`src/hw/rtl/nlp_pkg.sv`:
```
// nlp_pkg: shared types and constants for the next lexicographic permutation block.
// No dependencies; used by nlp_cmp and next_lexicographic_permutation.
package nlp_pkg;

    localparam int MAX_ELEMENTS_DEF  = 16;
    localparam int ELEMENT_WIDTH_DEF = 16;

    localparam int COUNT_W = 5;   // element_count register
    localparam int POS_W   = 4;   // position fields
    localparam int VALUE_W = 16;  // value fields

    localparam logic [COUNT_W-1:0] COUNT_RESET = 5'd8;
    localparam logic [COUNT_W-1:0] COUNT_MIN   = 5'd2;

    localparam logic CMD_LOAD    = 1'b0;
    localparam logic CMD_ADVANCE = 1'b1;

    typedef enum logic [3:0] {
        ST_IDLE,
        ST_PIV_RD,
        ST_PIV_CMP,
        ST_SWP_RD,
        ST_SWP_CMP,
        ST_SWP_WR_A,
        ST_SWP_WR_B,
        ST_REV_RD,
        ST_REV_WR_LO,
        ST_REV_WR_HI,
        ST_EMIT_RD,
        ST_EMIT_WAIT
    } nlp_state_t;

    // Operand selection of the shared comparator
    typedef enum logic {
        CMP_PIVOT,  // store[p-1] >= store[p]
        CMP_SUCC    // pivot >= store[s]
    } nlp_cmp_mode_t;

endpackage

```
`src/hw/rtl/nlp_ram.sv`:
```
// nlp_ram: generic RAM, one write port, two read ports, registered read data.
// No dependencies.
module nlp_ram #(
    parameter int WIDTH = 16,
    parameter int DEPTH = 16
) (
    input  logic                     aclk,
    input  logic                     wr_en,
    input  logic [$clog2(DEPTH)-1:0] wr_addr,
    input  logic [WIDTH-1:0]         wr_data,
    input  logic [$clog2(DEPTH)-1:0] rd_addr_a,
    input  logic [$clog2(DEPTH)-1:0] rd_addr_b,
    output logic [WIDTH-1:0]         rd_data_a,
    output logic [WIDTH-1:0]         rd_data_b
);

    logic [WIDTH-1:0] mem_reg [DEPTH];
    logic [WIDTH-1:0] rd_a_reg;
    logic [WIDTH-1:0] rd_b_reg;

    always_ff @(posedge aclk) begin
        if (wr_en) begin
            mem_reg[wr_addr] <= wr_data;
        end
        rd_a_reg <= mem_reg[rd_addr_a];
        rd_b_reg <= mem_reg[rd_addr_b];
    end

    assign rd_data_a = rd_a_reg;
    assign rd_data_b = rd_b_reg;

endmodule

```
`src/hw/rtl/nlp_cmp.sv`:
```
// nlp_cmp: shared magnitude comparator with operand select for pivot and successor scans.
// Depends on nlp_pkg.
module nlp_cmp #(
    parameter int WIDTH = nlp_pkg::ELEMENT_WIDTH_DEF
) (
    input  nlp_pkg::nlp_cmp_mode_t mode,
    input  logic [WIDTH-1:0]       rd_a,
    input  logic [WIDTH-1:0]       rd_b,
    input  logic [WIDTH-1:0]       pivot,
    output logic                   ge
);

    logic [WIDTH-1:0] lhs;

    always_comb begin
        unique case (mode)
            nlp_pkg::CMP_PIVOT: lhs = rd_a;
            nlp_pkg::CMP_SUCC:  lhs = pivot;
            default:            lhs = rd_a;
        endcase
    end

    // Right operand is always port B of the store
    assign ge = (lhs >= rd_b);

endmodule

```
`src/hw/rtl/next_lexicographic_permutation.sv`:
```
// Usage:
//   Input channel (s_valid/s_ready) takes one request per handshake. A load request
//   (s_cmd = 0) writes s_value into list position s_position and returns
//   nothing. An advance request (s_cmd = 1) rewrites the first n positions into their
//   lexicographic successor and then emits n results on the m_ channel, positions
//   0..n-1 in order, m_last on the final one. A list already in non-increasing order
//   is reversed to non-decreasing order and every result carries m_wrapped = 1.
//   n is the element_count register (cfg_wr_en/cfg_wr_data), clamped to 2..MAX_ELEMENTS;
//   write it only while the block is idle.
// Sequence (n positions): pivot scan over adjacent pairs, successor scan, swap, suffix
//   reversal one pair at a time, then emission of the results. A single comparator serves
//   both scans, and the element store has two read ports and one write port.
//   s_ready is low from acceptance of an advance until its last result is taken.
// Reset: synchronous active-low aresetn returns to idle and sets element_count to 8.
//   The element store is not cleared; advancing over unloaded positions is undefined.
// Stall: m_valid and the result hold until m_ready; the sequencer waits meanwhile.
// Depends on nlp_pkg, nlp_ram, nlp_cmp.
module next_lexicographic_permutation #(
    parameter int MAX_ELEMENTS  = nlp_pkg::MAX_ELEMENTS_DEF,
    parameter int ELEMENT_WIDTH = nlp_pkg::ELEMENT_WIDTH_DEF
) (
    input  logic                              aclk,
    input  logic                              aresetn,
    // configuration
    input  logic                              cfg_wr_en,
    input  logic [nlp_pkg::COUNT_W-1:0]       cfg_wr_data,
    // request channel
    input  logic                              s_valid,
    output logic                              s_ready,
    input  logic                              s_cmd,
    input  logic [nlp_pkg::POS_W-1:0]         s_position,
    input  logic [nlp_pkg::VALUE_W-1:0]       s_value,
    // result channel
    output logic                              m_valid,
    input  logic                              m_ready,
    output logic [nlp_pkg::POS_W-1:0]         m_out_position,
    output logic [nlp_pkg::VALUE_W-1:0]       m_out_value,
    output logic                              m_last,
    output logic                              m_wrapped
);

    localparam int AW = $clog2(MAX_ELEMENTS);
    localparam logic [AW-1:0] IDX_ZERO = AW'(0);
    localparam logic [AW-1:0] IDX_ONE  = AW'(1);
    localparam logic [AW-1:0] IDX_MAX  = AW'(MAX_ELEMENTS - 1);
    localparam logic [nlp_pkg::COUNT_W-1:0] MAX_CNT = nlp_pkg::COUNT_W'(MAX_ELEMENTS);

    nlp_pkg::nlp_state_t state_reg, state_next;

    logic [nlp_pkg::COUNT_W-1:0] count_reg;
    logic [AW-1:0] last_reg, last_next;     // n-1
    logic [AW-1:0] p_reg, p_next;           // right neighbor of pivot candidate
    logic [AW-1:0] s_reg, s_next;           // successor scan index
    logic [AW-1:0] lo_reg, lo_next;
    logic [AW-1:0] hi_reg, hi_next;
    logic [AW-1:0] k_reg, k_next;           // emit index
    logic [ELEMENT_WIDTH-1:0] pivot_reg, pivot_next;
    logic [ELEMENT_WIDTH-1:0] hold_reg, hold_next;
    logic wrap_reg, wrap_next;

    // store port signals
    logic                     ram_we;
    logic [AW-1:0]            ram_wr_addr;
    logic [ELEMENT_WIDTH-1:0] ram_wr_data;
    logic [AW-1:0]            ram_rd_addr_a;
    logic [AW-1:0]            ram_rd_addr_b;
    logic [ELEMENT_WIDTH-1:0] ram_rd_data_a;
    logic [ELEMENT_WIDTH-1:0] ram_rd_data_b;

    nlp_pkg::nlp_cmp_mode_t cmp_mode;
    logic                   cmp_ge;

    logic [AW-1:0]            clamp_last;
    logic                     pos_ok;
    logic [ELEMENT_WIDTH-1:0] load_val;
    logic                     emit_last;

    nlp_ram #(
        .WIDTH (ELEMENT_WIDTH),
        .DEPTH (MAX_ELEMENTS)
    ) u_store (
        .aclk      (aclk),
        .wr_en     (ram_we),
        .wr_addr   (ram_wr_addr),
        .wr_data   (ram_wr_data),
        .rd_addr_a (ram_rd_addr_a),
        .rd_addr_b (ram_rd_addr_b),
        .rd_data_a (ram_rd_data_a),
        .rd_data_b (ram_rd_data_b)
    );

    nlp_cmp #(
        .WIDTH (ELEMENT_WIDTH)
    ) u_cmp (
        .mode  (cmp_mode),
        .rd_a  (ram_rd_data_a),
        .rd_b  (ram_rd_data_b),
        .pivot (pivot_reg),
        .ge    (cmp_ge)
    );

    // n-1 with element_count clamped to 2..MAX_ELEMENTS
    always_comb begin
        if (count_reg < nlp_pkg::COUNT_MIN) begin
            clamp_last = IDX_ONE;
        end else if (count_reg > MAX_CNT) begin
            clamp_last = IDX_MAX;
        end else begin
            clamp_last = AW'(count_reg - nlp_pkg::COUNT_W'(1));
        end
    end

    assign pos_ok    = (nlp_pkg::COUNT_W'(s_position) < MAX_CNT);
    assign load_val  = ELEMENT_WIDTH'(s_value);
    assign emit_last = (k_reg == last_reg);

    // Next state
    always_comb begin
        state_next = state_reg;
        unique case (state_reg)
            nlp_pkg::ST_IDLE: begin
                if (s_valid && (s_cmd == nlp_pkg::CMD_ADVANCE)) begin
                    state_next = nlp_pkg::ST_PIV_RD;
                end
            end
            nlp_pkg::ST_PIV_RD:  state_next = nlp_pkg::ST_PIV_CMP;
            nlp_pkg::ST_PIV_CMP: begin
                if (!cmp_ge) begin
                    state_next = nlp_pkg::ST_SWP_RD;
                end else if (p_reg == IDX_ONE) begin
                    state_next = nlp_pkg::ST_REV_RD;   // fully descending: wrap
                end
            end
            nlp_pkg::ST_SWP_RD:  state_next = nlp_pkg::ST_SWP_CMP;
            nlp_pkg::ST_SWP_CMP: begin
                if (!cmp_ge) begin
                    state_next = nlp_pkg::ST_SWP_WR_A;
                end
            end
            nlp_pkg::ST_SWP_WR_A:  state_next = nlp_pkg::ST_SWP_WR_B;
            nlp_pkg::ST_SWP_WR_B:  state_next = nlp_pkg::ST_REV_RD;
            nlp_pkg::ST_REV_RD: begin
                if (lo_reg < hi_reg) begin
                    state_next = nlp_pkg::ST_REV_WR_LO;
                end else begin
                    state_next = nlp_pkg::ST_EMIT_RD;
                end
            end
            nlp_pkg::ST_REV_WR_LO: state_next = nlp_pkg::ST_REV_WR_HI;
            nlp_pkg::ST_REV_WR_HI: state_next = nlp_pkg::ST_REV_RD;
            nlp_pkg::ST_EMIT_RD:   state_next = nlp_pkg::ST_EMIT_WAIT;
            nlp_pkg::ST_EMIT_WAIT: begin
                if (m_ready) begin
                    state_next = emit_last ? nlp_pkg::ST_IDLE : nlp_pkg::ST_EMIT_RD;
                end
            end
            default: state_next = nlp_pkg::ST_IDLE;
        endcase
    end

    // Outputs: store ports, comparator select, datapath updates
    always_comb begin
        ram_we        = 1'b0;
        ram_wr_addr   = lo_reg;
        ram_wr_data   = hold_reg;
        ram_rd_addr_a = lo_reg;
        ram_rd_addr_b = hi_reg;
        cmp_mode      = nlp_pkg::CMP_PIVOT;
        last_next     = last_reg;
        p_next        = p_reg;
        s_next        = s_reg;
        lo_next       = lo_reg;
        hi_next       = hi_reg;
        k_next        = k_reg;
        pivot_next    = pivot_reg;
        hold_next     = hold_reg;
        wrap_next     = wrap_reg;
        unique case (state_reg)
            nlp_pkg::ST_IDLE: begin
                if (s_valid) begin
                    if (s_cmd == nlp_pkg::CMD_LOAD) begin
                        ram_we      = pos_ok;
                        ram_wr_addr = AW'(s_position);
                        ram_wr_data = load_val;
                    end else begin
                        last_next = clamp_last;
                        p_next    = clamp_last;
                    end
                end
            end
            nlp_pkg::ST_PIV_RD: begin
                ram_rd_addr_a = p_reg - IDX_ONE;
                ram_rd_addr_b = p_reg;
            end
            nlp_pkg::ST_PIV_CMP: begin
                // next pair fetched speculatively
                ram_rd_addr_a = p_reg - IDX_ONE - IDX_ONE;
                ram_rd_addr_b = p_reg - IDX_ONE;
                if (cmp_ge) begin
                    if (p_reg == IDX_ONE) begin
                        lo_next   = IDX_ZERO;
                        hi_next   = last_reg;
                        wrap_next = 1'b1;
                    end else begin
                        p_next = p_reg - IDX_ONE;
                    end
                end else begin
                    pivot_next = ram_rd_data_a;
                    s_next     = last_reg;
                    wrap_next  = 1'b0;
                end
            end
            nlp_pkg::ST_SWP_RD: begin
                ram_rd_addr_b = s_reg;
            end
            nlp_pkg::ST_SWP_CMP: begin
                cmp_mode      = nlp_pkg::CMP_SUCC;
                ram_rd_addr_b = s_reg - IDX_ONE;
                if (cmp_ge) begin
                    s_next = s_reg - IDX_ONE;
                end else begin
                    hold_next = ram_rd_data_b;
                end
            end
            nlp_pkg::ST_SWP_WR_A: begin
                ram_we      = 1'b1;
                ram_wr_addr = p_reg - IDX_ONE;
                ram_wr_data = hold_reg;
            end
            nlp_pkg::ST_SWP_WR_B: begin
                ram_we      = 1'b1;
                ram_wr_addr = s_reg;
                ram_wr_data = pivot_reg;
                lo_next     = p_reg;
                hi_next     = last_reg;
            end
            nlp_pkg::ST_REV_RD: begin
                ram_rd_addr_a = lo_reg;
                ram_rd_addr_b = hi_reg;
                if (!(lo_reg < hi_reg)) begin
                    k_next = IDX_ZERO;
                end
            end
            nlp_pkg::ST_REV_WR_LO: begin
                ram_we      = 1'b1;
                ram_wr_addr = lo_reg;
                ram_wr_data = ram_rd_data_b;
                hold_next   = ram_rd_data_a;
            end
            nlp_pkg::ST_REV_WR_HI: begin
                ram_we      = 1'b1;
                ram_wr_addr = hi_reg;
                ram_wr_data = hold_reg;
                lo_next     = lo_reg + IDX_ONE;
                hi_next     = hi_reg - IDX_ONE;
            end
            nlp_pkg::ST_EMIT_RD: begin
                ram_rd_addr_a = k_reg;
            end
            nlp_pkg::ST_EMIT_WAIT: begin
                // address held so the registered read data stays put while stalled
                ram_rd_addr_a = k_reg;
                if (m_ready && !emit_last) begin
                    k_next = k_reg + IDX_ONE;
                end
            end
            default: begin
            end
        endcase
    end

    always_ff @(posedge aclk) begin
        if (!aresetn) begin
            state_reg <= nlp_pkg::ST_IDLE;
            count_reg <= nlp_pkg::COUNT_RESET;
            wrap_reg  <= 1'b0;
        end else begin
            state_reg <= state_next;
            wrap_reg  <= wrap_next;
            if (cfg_wr_en) begin
                count_reg <= cfg_wr_data;
            end
        end
    end

    always_ff @(posedge aclk) begin
        last_reg  <= last_next;
        p_reg     <= p_next;
        s_reg     <= s_next;
        lo_reg    <= lo_next;
        hi_reg    <= hi_next;
        k_reg     <= k_next;
        pivot_reg <= pivot_next;
        hold_reg  <= hold_next;
    end

    assign s_ready        = (state_reg == nlp_pkg::ST_IDLE);
    assign m_valid        = (state_reg == nlp_pkg::ST_EMIT_WAIT);
    assign m_out_position = nlp_pkg::POS_W'(k_reg);
    assign m_out_value    = nlp_pkg::VALUE_W'(ram_rd_data_a);
    assign m_last         = emit_last;
    assign m_wrapped      = wrap_reg;

`ifndef SYNTH
    // Never accept a request while a result is pending
    a_no_overlap: assert property (@(posedge aclk) disable iff (!aresetn)
        !(s_ready && m_valid))
        else $error("request side ready while result pending");

    // An advance closes the request side until its results are out
    a_adv_busy: assert property (@(posedge aclk) disable iff (!aresetn)
        (s_valid && s_ready && (s_cmd == nlp_pkg::CMD_ADVANCE)) |=> !s_ready)
        else $error("ready right after advance accepted");

    // A load returns the request side to ready in the next cycle
    a_load_one: assert property (@(posedge aclk) disable iff (!aresetn)
        (s_valid && s_ready && (s_cmd == nlp_pkg::CMD_LOAD)) |=> s_ready)
        else $error("load did not return to idle");

    // After the last result is taken the block is idle again
    a_last_idle: assert property (@(posedge aclk) disable iff (!aresetn)
        (m_valid && m_ready && m_last) |=> (s_ready && !m_valid))
        else $error("not idle after last result");
`endif

endmodule

```
`config.mk`:
```
export PLATFORM = sky130hd
export DESIGN_NAME = next_lexicographic_permutation
export DESIGN_NICKNAME = d
export VERILOG_FILES = /design/src/hw/rtl/nlp_pkg.sv /design/src/hw/rtl/nlp_ram.sv /design/src/hw/rtl/nlp_cmp.sv /design/src/hw/rtl/next_lexicographic_permutation.sv
export SDC_FILE = /design/constraint.sdc
export NUM_CORES = 1
export LEC_CHECK = 0
export BUFFER_PORTS_ARGS = -buffer_cell sky130_fd_sc_hd__buf_2
export CORE_MARGIN = 1.5
export CORE_UTILIZATION = 65
export CTS_CLUSTER_DIAMETER = 50
export DETAILED_ROUTE_END_ITERATION = 10
export PLACE_DENSITY = 0.89
export SYNTH_ARGS = -nofsm -noshare
export SYNTH_HDL_FRONTEND = slang
export SYNTH_HIERARCHICAL = 1
export SYNTH_SLANG_ARGS = --single-unit
```
`constraint.sdc`:
```
create_clock -name aclk -period 6.4 [get_ports aclk]
set_input_delay 0.96 -clock aclk [delete_from_list [all_inputs] [get_ports aclk]]
set_output_delay 0.96 -clock aclk [all_outputs]
set_load 0.02 [all_outputs]
```
==> reports/results.ini <==
[placed_design]
place.detailed.hpwl_microns=28980
post-place-cells=1404
finalWeightedCongestion=0.9775
portBuffers=54
dpl-instance-area_sq_um=17500

[final_layout]
area_growth_syn_to_fin_pct=11.34
final_core_util_pct=74.37
insertedDiodeCount=0
finish.instance_area_sq_um=18830
post_route_cells_drive_above_1_share_pct=27.53
largest_reg_flops=256
final_instance_count_without_filler_cells=1474
nFillCells=1376
number_of_nets_at_the_end_of_the_flow=1171

[synthesis]
synth_sequential_area_ratio_pct=60.36
ys_top_cells_by_area=sky130_fd_sc_hd__edfxtp_1 (55%), sky130_fd_sc_hd__mux4_2 (14%), sky130_fd_sc_hd__dfxtp_1 (5.0%)
synth-main-ff-cell=sky130_fd_sc_hd__edfxtp_1
synth-seq-cells=354
synth_enable_flop_cells=312
synthArstFlopShare_pct=0
synth_warnings=6
cell_count_after_synthesis=1054
syn_avg_cell_area_sq_um=16.05
synthTopCellsByCount=sky130_fd_sc_hd__edfxtp_1 (312), sky130_fd_sc_hd__nand2_1 (106), sky130_fd_sc_hd__mux4_2 (104), sky130_fd_sc_hd__a22oi_1 (64), sky130_fd_sc_hd__nor2_1 (44)
synth.lib_cells_used.distinct=72
syn-cell-area_sq_um=16920
main_combinational_cell_family_by_area_after_synthesis=multiplexers
most_instantiated_library_cell_after_synthesis=sky130_fd_sc_hd__edfxtp_1
synth_xor_xnor_area_share_pct=0.8802
synth_compound_gate_area_share_pct=7.419
yosysTopAreaCell=sky130_fd_sc_hd__edfxtp_1
synth-simple-area-share_pct=5.962
synth_fa_ha_area_share_pct=1.923
netlist.area_leader.share_pct=55.38
synthesized_net_count=1111
synth.mux.area_fraction_pct=20.16

[sta]
final_count_of_pins_violating_max_slew=0
setup-tns-final_ns=0
worst_slew_margin_relative_to_its_limit_pct=17.23
unrepaired_setup_endpoints_after_global_routing=no
setup_viol_count_final=0
timing_limited_maximum_frequency_mhz=218.1
final_critical_period_ns=4.585
layout_worst_path_cycle_share_pct=71.64
worst_slew_pin_slew_ns=1.239
hold_viol_final=0
skew_ns=0.02503

[die]
die_h_microns=164.3
num_io_pins=55
die-width_microns=164.3
initial_utilization_pct=66.79
core.rowCount=58
dieArea_sq_um=27000
floorplan.core_area_sq_um=25330

[grt]
number_of_global_route_vias_before_repair=11350
grt_overflow_total=0
grt_pass1_wl_microns=70970
grt_antenna_before_repair=0
grt_util_all_layers_pct=37.27
grt_max_degree=46

[route]
detail_routed_via_count_per_cell=7.680
detailedRoute.firstPassIterationCount=8
drt.antenna.violating_nets=0
drt_drc_violations_left=0
routedWlPerCell_microns=33.10
routed_wirelength_microns=48790
detailroute.via_count=11320
drt_iter0_drc=2130

[clock_tree]
tritoncts=built
cts-resized-gates=0
number_of_buffers_inserted_for_hold_repair_after_clock_tree_synthesis=0
postCtsSetupBuffers=0
cts.htree.levels=2
cts_buffers=38
cts_sinks=354
cts_root_buffer=sky130_fd_sc_hd__clkbuf_16
cts_max_path_buffers=3
worstSkewPairLatency_ns=0.54
cts.clk_slew.worst_paths_ns=0.06

[power_and_ir_drop]
power.density_nw_per_um2=481.3
power.leakage_nw=6.592
ir_worst_vdd_v=0.0003097
p_total_w=0.009065

[setup_path]
critical_path.slowest_cell=sky130_fd_sc_hd__inv_1
ff2ff_setup_slack_ns=1.81
timing.setup.critical_path_class=reg2reg
timing.critical_path.required_ns=6.56
slowest_delay_ns=0.61
worstPathMaxFanout=24
critPathLaunchType=register
crit_chain=nor2_2 > nand2_1 > inv_1 > mux2_2 > ha_1 > and4_1 > nand3b_1 > or4_1 > o211ai_1 > nand4_1 > o21ai_0
end_kind=register
critPathArrivalTime_ns=4.74

[outcome]
run_status=completed

[hold_path]
worst_hold_path_type=reg2reg

[flow_run]
timing.max_cap.violations=0

-- critical path: cells and delay by family (launching register included) --
| family | cells | cell delay, ns |
|---|---|---|
| adders and majority gates | 1 | 0.33 |
| AOI/OAI and AO/OA | 2 | 0.66 |
| muxes | 1 | 0.45 |
| buffers and inverters | 1 | 0.61 |
| and+or+nand+nor | 6 | 1.61 |
| DFF | 1 | 0.54 |
-- metrics by stage --
stage | hold slack [ns] | worst slack, ns
final | 0.5125 | 1.815
after global routing | 0.5266 | 1.602
after CTS | 0.5163 | 1.925
after detailed placement | 0.5044 | 2.010
after floorplan | 0.4994 | 2.466
after global placement | 0.4962 | 2.138
-- report_power, final --
part	internal (W)	switching, W	total (W)
Combinational	0.00144	0.00214	0.00358
Sequential	0.00289	0.000281	0.00317
Clock	0.00138	0.000938	0.00232
Total	0.00571	0.00335	0.00906
-- path summary, 6_finish.rpt --
kind,to,cells after the start,startpoint
max,s_reg[1]$_DFFE_PP_,11,state_reg[0]$_SDFFE_PN0P_
min,pivot_reg[13]$_DFFE_PP_,0,u_store/rd_data_a[13]$_DFF_P_
max reg2reg,s_reg[1]$_DFFE_PP_,11,state_reg[0]$_SDFFE_PN0P_
min reg2reg,pivot_reg[13]$_DFFE_PP_,0,u_store/rd_data_a[13]$_DFF_P_
-- cell type report --
class	instances	area [sq um]	share of cell area (%)
Tap cell	330	412.9	2.192
Clock buffer	43	991.0	5.261
Clock inverter	27	340.3	1.807
Timing Repair Buffer	87	518.0	2.750
Multi-Input combinational cell	598	6231	33.08
Sequential cell	354	10210	54.21
Inverter	35	131.4	0.6975
-- cells by family after synthesis --
kind of cell	count (synthesis)
adders and majority gates	26
DFF	354
and+or+nand+nor	216
buffers and inverters	102
AOI/OAI and AO/OA	171
muxes	168
xor gates and xnor gates	17
-- per-layer routing --
layer  vias to the layer above  part of all wire, %  GRT usage [%]
li1                       4417                    -              -
met3                       258                   15          11.54
met2                      1098                   47          58.48
met4                         0                  6.0          20.29
met1                      5547                   32          46.66
met5                         -                    0              0
-- placed cells by master, fill, tap and decap left out, types with 17 or more instances in the layout --
cell                        count
sky130_fd_sc_hd__inv_1         31
sky130_fd_sc_hd__a222oi_1      17
sky130_fd_sc_hd__mux2_2        22
sky130_fd_sc_hd__buf_2         54
sky130_fd_sc_hd__clkbuf_16     39
sky130_fd_sc_hd__ha_1          26
sky130_fd_sc_hd__mux4_1        21
sky130_fd_sc_hd__dfxtp_1       42
sky130_fd_sc_hd__a22oi_1       64
sky130_fd_sc_hd__nand2_1      106
sky130_fd_sc_hd__nor2_1        32
sky130_fd_sc_hd__buf_4         33
sky130_fd_sc_hd__mux4_2       104
sky130_fd_sc_hd__edfxtp_1     312
sky130_fd_sc_hd__o21ai_0       19
No activity file was read; power rests on OpenSTA's default activity.
